==> config.mk <==
export PLATFORM = sky130hd
export DESIGN_NAME = lsc_queue
export DESIGN_NICKNAME = d
export VERILOG_FILES = /design/src/sv/assert_macros.svh /design/src/sv/lsc_pkg.sv /design/src/sv/lsc_queue.sv
export SDC_FILE = /design/constraint.sdc
export NUM_CORES = 1
export LEC_CHECK = 0
export ABC_AREA = 0
export BUFFER_PORTS_ARGS = -buffer_cell sky130_fd_sc_hd__buf_2
export CAP_MARGIN = 10
export CORE_MARGIN = 1.5
export CORE_UTILIZATION = 60
export CTS_CLUSTER_DIAMETER = 40
export DETAILED_ROUTE_END_ITERATION = 8
export PLACE_DENSITY = 0.79
export SYNTH_ARGS = -nofsm -noshare
export SYNTH_HDL_FRONTEND = slang
export SYNTH_SLANG_ARGS = --single-unit
export TNS_END_PERCENT = 30
==> constraint.sdc <==
create_clock -name clk_i -period 14.1 [get_ports clk_i]
set_input_delay 0 -clock clk_i [delete_from_list [all_inputs] [get_ports clk_i]]
set_output_delay 0 -clock clk_i [all_outputs]
set_load 0.1 [all_outputs]
==> src/sv/assert_macros.svh <==
// Assertion macros shared by the RTL.
`ifndef ASSERT_MACROS_SVH
`define ASSERT_MACROS_SVH

`ifndef ASSERT_OFF

// pre holding at an edge implies post at the same edge
`define ASSERT_IMP(lbl, clk, rst_n, pre, post, msg) \
  lbl: assert property (@(posedge clk) disable iff (!rst_n) (pre) |-> (post)) \
    else $error(msg);

// cond must never hold
`define ASSERT_NEVER(lbl, clk, rst_n, cond, msg) \
  lbl: assert property (@(posedge clk) disable iff (!rst_n) !(cond)) \
    else $error(msg);

`else

`define ASSERT_IMP(lbl, clk, rst_n, pre, post, msg)
`define ASSERT_NEVER(lbl, clk, rst_n, cond, msg)

`endif

`endif

==> src/sv/lsc_pkg.sv <==
`default_nettype none

package lsc_pkg;

  localparam int COORD_WIDTH = 16;

  // window reset values
  localparam int WIN_X_MIN_RST = 0;
  localparam int WIN_Y_MIN_RST = 0;
  localparam int WIN_X_MAX_RST = 1023;
  localparam int WIN_Y_MAX_RST = 767;

  localparam int QUEUE_DEPTH = 8;
  localparam int CFG_IDX_W   = 2;

  typedef enum logic [CFG_IDX_W-1:0] {
    REG_X_MIN = 2'd0,
    REG_Y_MIN = 2'd1,
    REG_X_MAX = 2'd2,
    REG_Y_MAX = 2'd3
  } cfg_reg_e;

  // region code bits
  localparam logic [3:0] CODE_NONE  = 4'b0000;
  localparam logic [3:0] CODE_LEFT  = 4'b0001;
  localparam logic [3:0] CODE_RIGHT = 4'b0010;
  localparam logic [3:0] CODE_BELOW = 4'b0100;
  localparam logic [3:0] CODE_ABOVE = 4'b1000;

  // how an endpoint is moved onto the window
  typedef enum logic [2:0] {
    MV_NONE = 3'd0,
    MV_XMIN = 3'd1,
    MV_XMAX = 3'd2,
    MV_YMIN = 3'd3,
    MV_YMAX = 3'd4
  } move_e;

  // queue entry: accept flag plus two endpoint jobs of 5w+4 bits
  function automatic int entry_width(input int w);
    return 10 * w + 9;
  endfunction

  // divider lane latency: multiply, prepare, one stage per quotient bit, round off
  function automatic int div_latency(input int w);
    return w + 4;
  endfunction

endpackage

`default_nettype wire

==> src/sv/lsc_queue.sv <==
`default_nettype none

module lsc_queue #(
  parameter int DW    = lsc_pkg::entry_width(lsc_pkg::COORD_WIDTH),
  parameter int DEPTH = lsc_pkg::QUEUE_DEPTH
) (
  input  wire logic                       clk_i,
  input  wire logic                       rst_ni,
  input  wire logic                       push_i,
  input  wire logic [DW-1:0]              data_i,
  input  wire logic                       pop_i,
  output logic                            valid_o,
  output logic [DW-1:0]                   data_o,
  output logic [$clog2(DEPTH+1)-1:0]      count_o
);

  localparam int AW = $clog2(DEPTH);
  localparam int CW = $clog2(DEPTH + 1);

  logic [DW-1:0] mem_q [DEPTH];
  logic [AW-1:0] wr_q, wr_d, rd_q, rd_d;
  logic [CW-1:0] cnt_q, cnt_d;
  logic          do_pop;

  assign do_pop = pop_i && (cnt_q != '0);

  // pointers and fill count
  always_comb begin
    wr_d  = push_i ? wr_q + AW'(1) : wr_q;
    rd_d  = do_pop ? rd_q + AW'(1) : rd_q;
    cnt_d = cnt_q + CW'(push_i) - CW'(do_pop);
  end

  always_ff @(posedge clk_i or negedge rst_ni) begin
    if (!rst_ni) begin
      wr_q  <= '0;
      rd_q  <= '0;
      cnt_q <= '0;
    end else begin
      wr_q  <= wr_d;
      rd_q  <= rd_d;
      cnt_q <= cnt_d;
    end
  end

  always_ff @(posedge clk_i) begin
    if (push_i) mem_q[wr_q] <= data_i;
  end

  assign valid_o = cnt_q != '0;
  assign data_o  = mem_q[rd_q];
  assign count_o = cnt_q;

endmodule

`default_nettype wire

==> metrics <==
CTS tree=built; final hold violation count=0; via count=23.8k; CP Launch Type=register; register-to-register setup slack=approximately 10000 ps; Worst Hold Launch=data_i[124]; kind of end point of the critical path=output pin; CTS clock-pin slew for the worst setup and hold paths=60 ps; Crit Path Class=register to output pin; Core ar.=0.0855 mm^2; per-instance average area after synthesis=between 20 and 30 um^2; proportion of netlist area held by the largest area contributor=77.9%; clock sink count=1362; Max Freq=172 MHz; post-route fraction of the period consumed by the critical path=41.2%; most utilized layer in the global route result=met2; Mapped Area=0.0521 mm^2; number of CTS-inserted buffers=150; number of iterations in the first detailed-routing pass=5; H-tree depth=4; number of pins exceeding their max-slew limit in the final report=0; post-synthesis instance total=2008; most common cell in the synthesized netlist=sky130_fd_sc_hd__edfxtp_1; clock skew=43.6 ps; synthesis-to-finish area growth=18.3%; GRT overflow=0; final sum of negative setup slack=0 ps; post-layout worst setup margin=8290 ps; Total Nets Final=roughly 2.8k; worst hold-check path type=input pin to register; setup repair after global routing missed its margin=false; clk root buf=sky130_fd_sc_hd__clkbuf_16; clock latency on the worst-skew pair=710 ps; initial detailed-routing violation count=1918; half-perimeter wire length after placement=54600 um; pin slew with the least headroom to its limit=1150 ps; number of nets with antenna violations after detailed routing=0; worst path arrival time=5810 ps; post-layout instance area=roughly 0.062 mm^2; min Tclk post-route=slightly below 6000 ps; number of flip-flops and latches in the synthesized netlist=1362; number of maximum-capacitance constraint violations=0; dominant synthesized flop cell=sky130_fd_sc_hd__edfxtp_1; Avg WL per Cell=27.7 um; required time worst endpoint=14100 ps; maximum number of pins on one net before global-route repair=about 180; number of distinct standard cells referenced by the synthesized netlist=23; met1 track utilization from global routing=between 30% and 40%; number of nets in the synthesized netlist=2189; crit-path max FO=56; Row Count=107; residual DRC count=0; met2 layer usage reported by global route=~42%; chip height=298 um; count of cells along the worst register-to-register path=4; share of synthesized flip-flops with an asynchronous set or reset=0.734%; setup slack at placement=9020 ps; vias in the first global route=around 26k; final setup violation count=0; share of layout cells above drive strength 1=between 30% and 40%; leading cell types by total area after synthesis=sky130_fd_sc_hd__edfxtp_1, sky130_fd_sc_hd__mux4_1, sky130_fd_sc_hd__mux4_2; clk buf depth=3; sum of routed wire length over all layers=108000 um; critical register-to-register path endpoint=mem_q[6][84]; hold path depth=2; cell type contributing the most total cell area after synthesis=sky130_fd_sc_hd__edfxtp_1; die footprint=0.0886 mm^2; startpoint of the most critical register-to-register path=wr_q[0]; global-route wire length before repair=approximately 160000 um; input/output buffers=346; Slew HR=a little under a quarter; Commonest cells post-synth=sky130_fd_sc_hd__edfxtp_1, sky130_fd_sc_hd__mux4_1, sky130_fd_sc_hd__mux2_2; global-route track usage on met3=5.76%; number of enable flip-flop cells after synthesis=1352; Die Span X=298 um; Warnings, synthesis=0; sequential area share after synthesis=78.4%; via-per-instance ratio=6.09; routability-driven placement congestion ratio=just over 0.7; number of primary I/O pins=347; All-Layer GR Usage=24.6%; result of the run=completed; antenna violations before repair=15; post-layout utilization of the core=72.1%; CTS-repair resized insts=0; Worst Hold End=mem_q[6][124]; placed cell areas=0.0550 mm^2; initial core utilization=about three fifths
-- worst max path at each step --
stage | start | end
floorplan | wr_q[1] | mem_q[0][0]
global placement | rd_q[0] | data_o[80]
detailed placement | rd_q[0] | data_o[80]
CTS | rd_q[0] | data_o[80]
global route | rd_q[0] | data_o[75]
finish | rd_q[0] | data_o[75]
-- metrics by stage --
step | hold WS [ps] | instances
after detailed placement | -130 | 3443
after global routing | 67.9 | 3897
final | 85.1 | 3899
after global placement | -141 | 3443
after floorplan | -296 | 2008
after CTS | 35.4 | 3889
-- state kept, by name, summed over array words and instances (netlist names) --
name / cells
count_o: 4
mem_q: 1352
rd_q: 3
wr_q: 3
-- layer usage --
layer / wire (um) / part of all wire, % / vias to the layer above
met5: 79 / 0.073 / -
met4: 2830 / 2.6 / 12
met3: 7760 / 7.2 / 228
met2: 56500 / 52 / 996
met1: 40800 / 38 / 12381
li1: - / - / 10134
-- critical path: stages (launching register included) --
cell	delay, ps
sky130_fd_sc_hd__dfrtp_4	1080
sky130_fd_sc_hd__buf_4	820
sky130_fd_sc_hd__buf_4	890
sky130_fd_sc_hd__buf_4	870
sky130_fd_sc_hd__mux4_1	710
sky130_fd_sc_hd__mux2_2	300
sky130_fd_sc_hd__buf_2	290
-- cells in the final DEF, fill, tap and decap left out, types with 13 or more instances in the layout --
| master | n |
|---|---|
| sky130_fd_sc_hd__edfxtp_1 | 1352 |
| sky130_fd_sc_hd__buf_2 | 346 |
| sky130_fd_sc_hd__mux4_1 | 210 |
| sky130_fd_sc_hd__dlygate4sd3_1 | 173 |
| sky130_fd_sc_hd__mux2_2 | 171 |
| sky130_fd_sc_hd__clkbuf_16 | 152 |
| sky130_fd_sc_hd__mux4_2 | 128 |
| sky130_fd_sc_hd__buf_4 | 39 |
| sky130_fd_sc_hd__clkinv_1 | 23 |
| sky130_fd_sc_hd__clkinv_2 | 21 |
| sky130_fd_sc_hd__clkbuf_1 | 20 |
| sky130_fd_sc_hd__inv_6 | 13 |
| sky130_fd_sc_hd__clkinvlp_4 | 13 |
-- timing repair --
item                      in CTS  in global routing
hold buffers                 173                  0
hold endpoints to repair    1371                  0
setup buffers                  0                  0
-- cell families (layout without fill, tap and decap cells) --
| kind of cell | Yosys count | count (layout) | share of synthesized area [%] |
|---|---|---|---|
| XOR/XNOR | 6 | 6 | 0.101 |
| buffers and inverters | 104 | 841 | 1.31 |
| multiplexers | 509 | 509 | 19.8 |
| adder cells (fa/ha/maj) | 8 | 8 | 0.206 |
| other | 0 | 10 | 0 |
| AO/OA/AOI/OAI | 2 | 2 | 0.0240 |
| AND/OR/NAND/NOR | 17 | 17 | 0.154 |
| flip-flops | 1362 | 1362 | 78.4 |
-- layout make-up --
type	count	area, um^2
sequential	1362	40900
fill	4672	23900
multi-input combinational	542	10600
clock buffer	172	3880
timing repair buffer	559	3780
tap	1144	1430
clock inverter	101	1020
inverter	9	33.8
antenna	10	25.0
Power is not shown: default switching activity piles up to over one toggle a cycle in this logic, so the estimate is an artifact.
